`src/hdl/lirt_pkg.sv`:
```
// ----------------------------------------------------------------------------
// lirt_pkg - shared constants and types for the increasing run tracker
// Sizes of the tail store and the counters, and the structs passed between
// the search sequencer and the top level.
// ----------------------------------------------------------------------------
package lirt_pkg;

   localparam int MAX_LENGTH = 256;
   localparam int ADDR_W     = $clog2(MAX_LENGTH);
   localparam int CNT_W      = $clog2(MAX_LENGTH + 1);

   localparam int VALUE_W    = 8;
   localparam int RUN_W      = 9;
   localparam int ELEM_W     = 9;
   localparam int POS_W      = 8;
   localparam int WEIGHT_W   = 8;

   localparam logic [CNT_W-1:0]    LEN_FULL   = CNT_W'(MAX_LENGTH);
   localparam logic [ADDR_W-1:0]   SLOT_LAST  = ADDR_W'(MAX_LENGTH - 1);
   localparam logic [ELEM_W-1:0]   ELEM_MAX   = '1;
   localparam logic [WEIGHT_W-1:0] WEIGHT_MAX = '1;

   localparam int RSP_FIELDS_W = RUN_W + RUN_W + POS_W + WEIGHT_W;
   localparam int RSP_DATA_W   = ((RSP_FIELDS_W + 7) / 8) * 8;

   typedef struct packed {
      logic              rd_en;
      logic [ADDR_W-1:0] rd_addr;
   } lirt_rd_type;

   typedef struct packed {
      logic               busy;
      logic               done;
      logic [ADDR_W-1:0]  slot;
      logic [VALUE_W-1:0] value;
   } lirt_status_type;

endpackage

```
`src/hdl/lirt_tail_mem.sv`:
```
// ----------------------------------------------------------------------------
// lirt_tail_mem - tail value store
// One write port and one read port; read data is registered.
// ----------------------------------------------------------------------------
module lirt_tail_mem (
   input  logic                          clock,
   input  logic                          wr_en,
   input  logic [lirt_pkg::ADDR_W-1:0]   wr_addr,
   input  logic [lirt_pkg::VALUE_W-1:0]  wr_data,
   input  lirt_pkg::lirt_rd_type         rd,
   output logic [lirt_pkg::VALUE_W-1:0]  rd_data
);

   logic [lirt_pkg::VALUE_W-1:0] mem_ff [lirt_pkg::MAX_LENGTH];
   logic [lirt_pkg::VALUE_W-1:0] rd_data_ff;

   always_ff @(posedge clock) begin
      if (wr_en) begin
         mem_ff[wr_addr] <= wr_data;
      end
      if (rd.rd_en) begin
         rd_data_ff <= mem_ff[rd.rd_addr];
      end
   end

   assign rd_data = rd_data_ff;

endmodule

```
`src/hdl/lirt_search.sv`:
```
// ----------------------------------------------------------------------------
// lirt_search - lower-bound search sequencer
// Halves the window [lo, hi) over the tail store one probe at a time, using
// a single compare unit against the registered read data.
// ----------------------------------------------------------------------------
module lirt_search (
   input  logic                          clock,
   input  logic                          reset,
   input  logic                          start,
   input  logic [lirt_pkg::VALUE_W-1:0]  start_value,
   input  logic [lirt_pkg::CNT_W-1:0]    start_limit,
   input  logic                          ack,
   input  logic [lirt_pkg::VALUE_W-1:0]  rd_data,
   output lirt_pkg::lirt_rd_type         rd,
   output lirt_pkg::lirt_status_type     status
);

   typedef enum logic [1:0] {
      S_IDLE,
      S_PROBE,
      S_COMPARE,
      S_DONE
   } state_type;

   state_type                     state_ff, state_in;
   logic [lirt_pkg::CNT_W-1:0]    lo_ff, lo_in;
   logic [lirt_pkg::CNT_W-1:0]    hi_ff, hi_in;
   logic [lirt_pkg::ADDR_W-1:0]   mid_ff, mid_in;
   logic [lirt_pkg::VALUE_W-1:0]  value_ff, value_in;
   logic [lirt_pkg::CNT_W:0]      sum;
   logic [lirt_pkg::ADDR_W-1:0]   mid;

   assign sum = {1'b0, lo_ff} + {1'b0, hi_ff};
   assign mid = sum[lirt_pkg::ADDR_W:1];

   always_comb begin
      state_in = state_ff;
      lo_in    = lo_ff;
      hi_in    = hi_ff;
      mid_in   = mid_ff;
      value_in = value_ff;
      rd       = '0;
      case (state_ff)
         S_IDLE: begin
            if (start) begin
               lo_in    = '0;
               hi_in    = start_limit;
               value_in = start_value;
               state_in = S_PROBE;
            end
         end
         S_PROBE: begin
            if (lo_ff < hi_ff) begin
               rd.rd_en   = 1'b1;
               rd.rd_addr = mid;
               mid_in     = mid;
               state_in   = S_COMPARE;
            end else begin
               state_in = S_DONE;
            end
         end
         S_COMPARE: begin
            if (value_ff > rd_data) begin
               lo_in = lirt_pkg::CNT_W'(mid_ff) + lirt_pkg::CNT_W'(1);
            end else begin
               hi_in = lirt_pkg::CNT_W'(mid_ff);
            end
            state_in = S_PROBE;
         end
         S_DONE: begin
            if (ack) begin
               state_in = S_IDLE;
            end
         end
         default: begin
            state_in = S_IDLE;
         end
      endcase
   end

   always_ff @(posedge clock) begin
      if (reset) begin
         state_ff <= S_IDLE;
      end else begin
         state_ff <= state_in;
      end
      lo_ff    <= lo_in;
      hi_ff    <= hi_in;
      mid_ff   <= mid_in;
      value_ff <= value_in;
   end

   assign status.busy  = (state_ff != S_IDLE);
   assign status.done  = (state_ff == S_DONE);
   assign status.slot  = (lo_ff == lirt_pkg::LEN_FULL) ? lirt_pkg::SLOT_LAST
                                                      : lo_ff[lirt_pkg::ADDR_W-1:0];
   assign status.value = value_ff;

endmodule

```
`src/hdl/longest_increasing_run_tracker.sv`:
```
// ----------------------------------------------------------------------------
// longest_increasing_run_tracker - longest increasing run per element
// Patience-style tracker: each element is placed at the lower-bound slot of
// the smallest-tail store and reports the run length ending there.
//
// Usage:
//   req channel: one beat per element. tdata[7:0] = value,
//   tuser[0] = first (starts a new sequence, clearing counters).
//   rsp channel: one beat per element, fields listed at the port.
//   An element is searched in k probes of the binary search from acceptance
//   to result (k <= 9 for 256 tails); each probe is one registered read of
//   the tail store and one compare. The next element is taken the cycle
//   after the result is loaded.
//   A finished result waits in the output register; a new element is
//   accepted and searched meanwhile, and only its final update waits until
//   the output register is free.
//   Reset clears the counters and the channels; the tail store is not
//   cleared, since only entries written in the current sequence are read.
// ----------------------------------------------------------------------------
module longest_increasing_run_tracker (
   input  logic                               clock,
   input  logic                               reset,
   input  logic                               req_tvalid,
   output logic                               req_tready,
   input  logic [7:0]                         req_tdata,  // value[7:0]
   input  logic [0:0]                         req_tuser,  // first[0]
   output logic                               rsp_tvalid,
   input  logic                               rsp_tready,
   // run_length[8:0], best_length[17:9], best_position[25:18],
   // insertion_weight[33:26], zero[39:34]
   output logic [lirt_pkg::RSP_DATA_W-1:0]    rsp_tdata
);

   lirt_pkg::lirt_rd_type              rd;
   lirt_pkg::lirt_status_type          status;
   logic [lirt_pkg::VALUE_W-1:0]       rd_data;
   logic                               req_fire;
   logic                               first;
   logic                               out_free;
   logic                               ack;

   logic [lirt_pkg::CNT_W-1:0]         tails_count_ff, tails_count_in;
   logic [lirt_pkg::ELEM_W-1:0]        elem_count_ff, elem_count_in;
   logic [lirt_pkg::RUN_W-1:0]         best_ff, best_in;
   logic [lirt_pkg::POS_W-1:0]         best_pos_ff, best_pos_in;
   logic                               rsp_valid_ff, rsp_valid_in;
   logic [lirt_pkg::RSP_DATA_W-1:0]    rsp_data_ff, rsp_data_in;

   logic [lirt_pkg::RUN_W-1:0]         run;
   logic [lirt_pkg::ELEM_W-1:0]        diff;
   logic [lirt_pkg::WEIGHT_W-1:0]      weight;

   assign req_tready = !status.busy;
   assign req_fire   = req_tvalid && req_tready;
   assign first      = req_tuser[0];
   assign out_free   = !rsp_valid_ff || rsp_tready;
   assign ack        = status.done && out_free;

   lirt_tail_mem u_mem (
      .clock   (clock),
      .wr_en   (ack),
      .wr_addr (status.slot),
      .wr_data (status.value),
      .rd      (rd),
      .rd_data (rd_data)
   );

   lirt_search u_search (
      .clock       (clock),
      .reset       (reset),
      .start       (req_fire),
      .start_value (req_tdata),
      .start_limit (first ? '0 : tails_count_ff),
      .ack         (ack),
      .rd_data     (rd_data),
      .rd          (rd),
      .status      (status)
   );

   assign run = lirt_pkg::RUN_W'(status.slot) + lirt_pkg::RUN_W'(1);

   always_comb begin
      tails_count_in = tails_count_ff;
      elem_count_in  = elem_count_ff;
      best_in        = best_ff;
      best_pos_in    = best_pos_ff;
      rsp_valid_in   = rsp_valid_ff && !rsp_tready;
      rsp_data_in    = rsp_data_ff;
      diff           = '0;
      weight         = '0;
      if (req_fire && first) begin
         tails_count_in = '0;
         elem_count_in  = '0;
         best_in        = '0;
         best_pos_in    = '0;
      end
      if (ack) begin
         if (lirt_pkg::CNT_W'(status.slot) == tails_count_ff) begin
            tails_count_in = lirt_pkg::CNT_W'(run);
         end
         if (run >= best_ff) begin
            best_in     = run;
            best_pos_in = elem_count_ff[lirt_pkg::POS_W-1:0];
         end
         if (elem_count_ff != lirt_pkg::ELEM_MAX) begin
            elem_count_in = elem_count_ff + lirt_pkg::ELEM_W'(1);
         end
         if (elem_count_in >= best_in) begin
            diff = elem_count_in - best_in;
         end
         weight = (diff > lirt_pkg::ELEM_W'(lirt_pkg::WEIGHT_MAX))
                  ? lirt_pkg::WEIGHT_MAX : diff[lirt_pkg::WEIGHT_W-1:0];
         rsp_valid_in = 1'b1;
         rsp_data_in  = lirt_pkg::RSP_DATA_W'({weight, best_pos_in, best_in, run});
      end
   end

   always_ff @(posedge clock) begin
      if (reset) begin
         tails_count_ff <= '0;
         elem_count_ff  <= '0;
         best_ff        <= '0;
         best_pos_ff    <= '0;
         rsp_valid_ff   <= 1'b0;
      end else begin
         tails_count_ff <= tails_count_in;
         elem_count_ff  <= elem_count_in;
         best_ff        <= best_in;
         best_pos_ff    <= best_pos_in;
         rsp_valid_ff   <= rsp_valid_in;
      end
      rsp_data_ff <= rsp_data_in;
   end

   assign rsp_tvalid = rsp_valid_ff;
   assign rsp_tdata  = rsp_data_ff;

endmodule

```
`config.mk`:
```
export PLATFORM = sky130hd
export DESIGN_NAME = longest_increasing_run_tracker
export DESIGN_NICKNAME = d
export VERILOG_FILES = /design/src/hdl/lirt_pkg.sv /design/src/hdl/lirt_tail_mem.sv /design/src/hdl/lirt_search.sv /design/src/hdl/longest_increasing_run_tracker.sv
export SDC_FILE = /design/constraint.sdc
export NUM_CORES = 2
export LEC_CHECK = 0
export ABC_AREA = 1
export BUFFER_PORTS_ARGS = -buffer_cell sky130_fd_sc_hd__buf_4
export CORE_MARGIN = 2
export CORE_UTILIZATION = 45
export DETAILED_ROUTE_END_ITERATION = 6
export GPL_ROUTABILITY_DRIVEN = 0
export PLACE_DENSITY = 0.67
export SYNTH_ARGS = -nofsm -noshare
export SYNTH_HDL_FRONTEND = slang
export SYNTH_SLANG_ARGS = --single-unit
```
`constraint.sdc`:
```
create_clock -name clock -period 6.6 [get_ports clock]
set_clock_uncertainty 0.1 [all_clocks]
set_input_delay 1.32 -clock clock [delete_from_list [all_inputs] [get_ports clock]]
set_output_delay 1.32 -clock clock [all_outputs]
set_load 0.05 [all_outputs]
```
==> impl_metrics.ini <==
[die]
die-area_um2 = 217000
chipWidth_um = 466
io_pins = 55
start_util_pct = 45.3
floorplan.die.height_um = 466
row_count = 169
fp.coreArea_um2 = 212000

[clock_network]
cts_root_buffer = sky130_fd_sc_hd__clkbuf_16
number_of_hold_repair_buffers_added_at_the_cts_stage = 0
cts_tree = built
clk_transition_reported_paths_ps = 60
cts_setup_buffers = 0
cts_resized = 0
worst_skew_late_latency_ps = 860
h_tree_levels = 4
clkSinkCount = 2162
clk_path_buf_depth = 3
cts_buffers = 208

[global_route]
first_global_vias = 62674
grt_pass1_wl_um = 384000
global_route_total_usage_across_every_layer_pct = 23.2
grt.overflow.total = 0
antenna_violations_before_repair = 8
largest_net_degree_at_the_start_of_global_routing = 171

[power]
p_leak_nw = 42.6
vdd.ir_drop.worst_uv = 301
total_power_mw = 32.0
power.density_cell_area_nw_per_um2 = 304

[synth]
syn_inst = 9281
ys_seq_elements = 2162
synth_edf_count = 2124
ys_types = 42
synth_top_flop_cell = sky130_fd_sc_hd__edfxtp_1
synthTopCellsByArea = sky130_fd_sc_hd__edfxtp_1 (67%), sky130_fd_sc_hd__nand3_1 (9.7%), sky130_fd_sc_hd__nand2_1 (7.9%)
synth-seq-area-share_pct = 67.3
async_reset_ff_share_pct = 0
syn_avg_cell_area_um2 = 10.3
synthDominantAreaCellType = sky130_fd_sc_hd__edfxtp_1
yosys_warnings = 0
mappedNetlistArea_um2 = 95900
yosys.area.top_type_share_pct = 66.5

[layout]
layout.nets = 9212
layout.filler_cells = 18469
antenna_cells_inserted = 0
fraction_of_final_layout_cells_sized_beyond_drive_strength_1_pct = 5.98
layout.core_utilization_pct = 49.8
area_growth_syn_to_layout_pct = 9.93

[detailed_routing]
wire_per_inst_um = 21.0
detail_route.first_pass.iterations = 7
post-route-drc-count = 0
dr_total_vias = 65332
drc_marker_count_from_the_first_detailed_route_iteration = 7987
postRouteAntennaNets = 0
vias_per_cell = 5.38
routed_wirelength_um = 255000

[sta]
setup_viol = 0
final_max_slew_viol_count = 0
timing.final.crit_share_pct = 86.9
relSlewSlack_pct = 10.6
finalWorstPathRequiredPeriod_ps = 5730
maxClockFrequency_mhz = 174
worst_pin_slew_ps = 1330
hold_viol_final = 0
grt_setup_unrepaired = false
setup-tns-final_ps = 0

[setup_path]
reg2reg_depth = 32
timing.critical_path.to_type = register
regToRegSetupSlack_ps = 870
worstReg2RegEnd = rsp_tdata[31]$_SDFFCE_PN1P_
cp_max_fo = 33
most_common_cell_type_on_the_critical_path = sky130_fd_sc_hd__inv_1
crit_path_start = u_search.lo_ff[1]$_SDFFCE_PN0P_
timing.rr.start = u_search.lo_ff[1]$_SDFFCE_PN0P_
critical_path_required_ps = 7100
cpPeakStageDelay_ps = 510
critical_path.slowest_cell = sky130_fd_sc_hd__edfxtp_1
timing.critical_path.from_type = register
cp-endpoint = rsp_tdata[31]$_SDFFCE_PN1P_
critPathKind = register to register
critical_path_arrival_ps = 6240

[place]
buffer_ports.inserted = 48
dp_hpwl_um = 141000

[run]
timing.max_cap.violations = 0

[run_status]
outcome = complete, no violations

[worst_hold_path]
worst_hold_path_type = register to register
[where the power goes]
group / switching (mW) / total [mW] / internal, mW
clock network: 5.17 / 11.9 / 6.74
logic: 3.61 / 4.78 / 1.17
registers: 0.0429 / 15.3 / 15.3
total: 8.82 / 32.0 / 23.2
[cell type report]
type	instances	area, µm²	area share [%]
Clock buffer	261	5490	5.21
Clock inverter	124	1240	1.18
Inverter	1765	6640	6.30
Multi-Input combinational cell	4846	22300	21.2
Sequential cell	2162	64500	61.2
Tap cell	2821	3530	3.35
Timing Repair Buffer	167	1650	1.57
[sequential cells by signal (all words and copies together) (netlist names), 2 cells and up]
| name | count |
|---|---|
| best_ff | 9 |
| best_pos_ff | 8 |
| elem_count_ff | 9 |
| rsp_tdata | 34 |
| tails_count_ff | 9 |
| u_mem.mem_ff | 2048 |
| u_mem.rd_data | 8 |
| u_search.hi_ff | 9 |
| u_search.lo_ff | 9 |
| u_search.mid_ff | 8 |
| u_search.state_ff | 2 |
| u_search.value_ff | 8 |
[layer usage]
layer	global-route usage (%)	vias up	wire length (µm)
met1	31.6	31253	102000
met2	36.4	3244	116000
met5	0	-	14
li1	-	30256	-
met4	11.1	2	12500
met3	3.79	577	24200
[synthesized netlist by cell type, types with 47 or more instances]
cell,instances
sky130_fd_sc_hd__a21oi_1,61
sky130_fd_sc_hd__buf_2,263
sky130_fd_sc_hd__buf_4,55
sky130_fd_sc_hd__clkbuf_1,159
sky130_fd_sc_hd__edfxtp_1,2124
sky130_fd_sc_hd__ha_1,47
sky130_fd_sc_hd__inv_1,1756
sky130_fd_sc_hd__nand2_1,2010
sky130_fd_sc_hd__nand3_1,1861
sky130_fd_sc_hd__nor2_1,469
sky130_fd_sc_hd__o2111ai_1,58
sky130_fd_sc_hd__o211ai_1,66
sky130_fd_sc_hd__o21ai_0,108
sky130_fd_sc_hd__or2_2,61
[cell usage in the layout (no fill, tap or decap), types with 6 or more instances in the layout]
cell type / n
sky130_fd_sc_hd__clkinvlp_4: 6
sky130_fd_sc_hd__bufinv_16: 22
sky130_fd_sc_hd__nor3_1: 7
sky130_fd_sc_hd__dfxtp_1: 38
sky130_fd_sc_hd__conb_1: 6
sky130_fd_sc_hd__clkinv_1: 54
sky130_fd_sc_hd__o21bai_1: 29
sky130_fd_sc_hd__o211ai_1: 66
sky130_fd_sc_hd__nand2_1: 1991
sky130_fd_sc_hd__o21ai_0: 108
sky130_fd_sc_hd__clkbuf_16: 212
sky130_fd_sc_hd__ha_1: 47
sky130_fd_sc_hd__o22ai_1: 7
sky130_fd_sc_hd__edfxtp_1: 2124
sky130_fd_sc_hd__inv_1: 1754
sky130_fd_sc_hd__nand2_2: 20
sky130_fd_sc_hd__clkinv_2: 30
sky130_fd_sc_hd__a21oi_1: 61
sky130_fd_sc_hd__o21ai_1: 8
sky130_fd_sc_hd__xor2_1: 8
sky130_fd_sc_hd__clkbuf_1: 49
sky130_fd_sc_hd__nand3_1: 1861
sky130_fd_sc_hd__nand4_1: 8
sky130_fd_sc_hd__nor2_1: 467
sky130_fd_sc_hd__o2111ai_1: 58
sky130_fd_sc_hd__or2_2: 61
sky130_fd_sc_hd__buf_12: 32
sky130_fd_sc_hd__nor2_4: 7
sky130_fd_sc_hd__buf_4: 135
[worst min-delay path by stage]
stage                                  from                      endpoint  slack [ps]  cells past startpoint
6_report       tails_count_ff[8]$_SDFF_PP0_  tails_count_ff[8]$_SDFF_PP0_         360                      2
5_1_grt        tails_count_ff[8]$_SDFF_PP0_  tails_count_ff[8]$_SDFF_PP0_         390                      2
4_1_cts        tails_count_ff[8]$_SDFF_PP0_  tails_count_ff[8]$_SDFF_PP0_         370                      2
3_5_place_dp   tails_count_ff[8]$_SDFF_PP0_  tails_count_ff[8]$_SDFF_PP0_         360                      2
3_3_place_gp   tails_count_ff[8]$_SDFF_PP0_  tails_count_ff[8]$_SDFF_PP0_         360                      2
2_1_floorplan  tails_count_ff[8]$_SDFF_PP0_  tails_count_ff[8]$_SDFF_PP0_         350                      2
[per-stage QoR]
stage,worst slack (ps),hold slack (ps),cell area (µm²),std cells
2_1_floorplan,1200,345,95900,9286
6_report,866,364,105000,12146
4_1_cts,1020,365,105000,12146
3_3_place_gp,1150,355,98700,11761
3_5_place_dp,1080,355,98700,11761
5_1_grt,435,389,105000,12146
[critical path: cells and delay by family (launching register included)]
family          cells  cell delay (ps)
flops               1              510
fa+ha+maj           3              820
xor+xnor            1              160
buf+inv             8             1030
simple gates       17             2150
compound gates      3              690
[logic make-up (layout without fill, tap and decap cells)]
logic type,Yosys count,count (layout),synth area share [%]
AO/OA/AOI/OAI,346,346,2.32
other,1,6,0.00391
XOR/XNOR,9,9,0.0822
adder cells (fa/ha/maj),49,49,0.655
AND/OR/NAND/NOR,4436,4436,20.1
flip-flops,2162,2162,67.3
buffers and inverters,2278,2317,9.55
No activity file was read; power rests on OpenSTA's default activity.
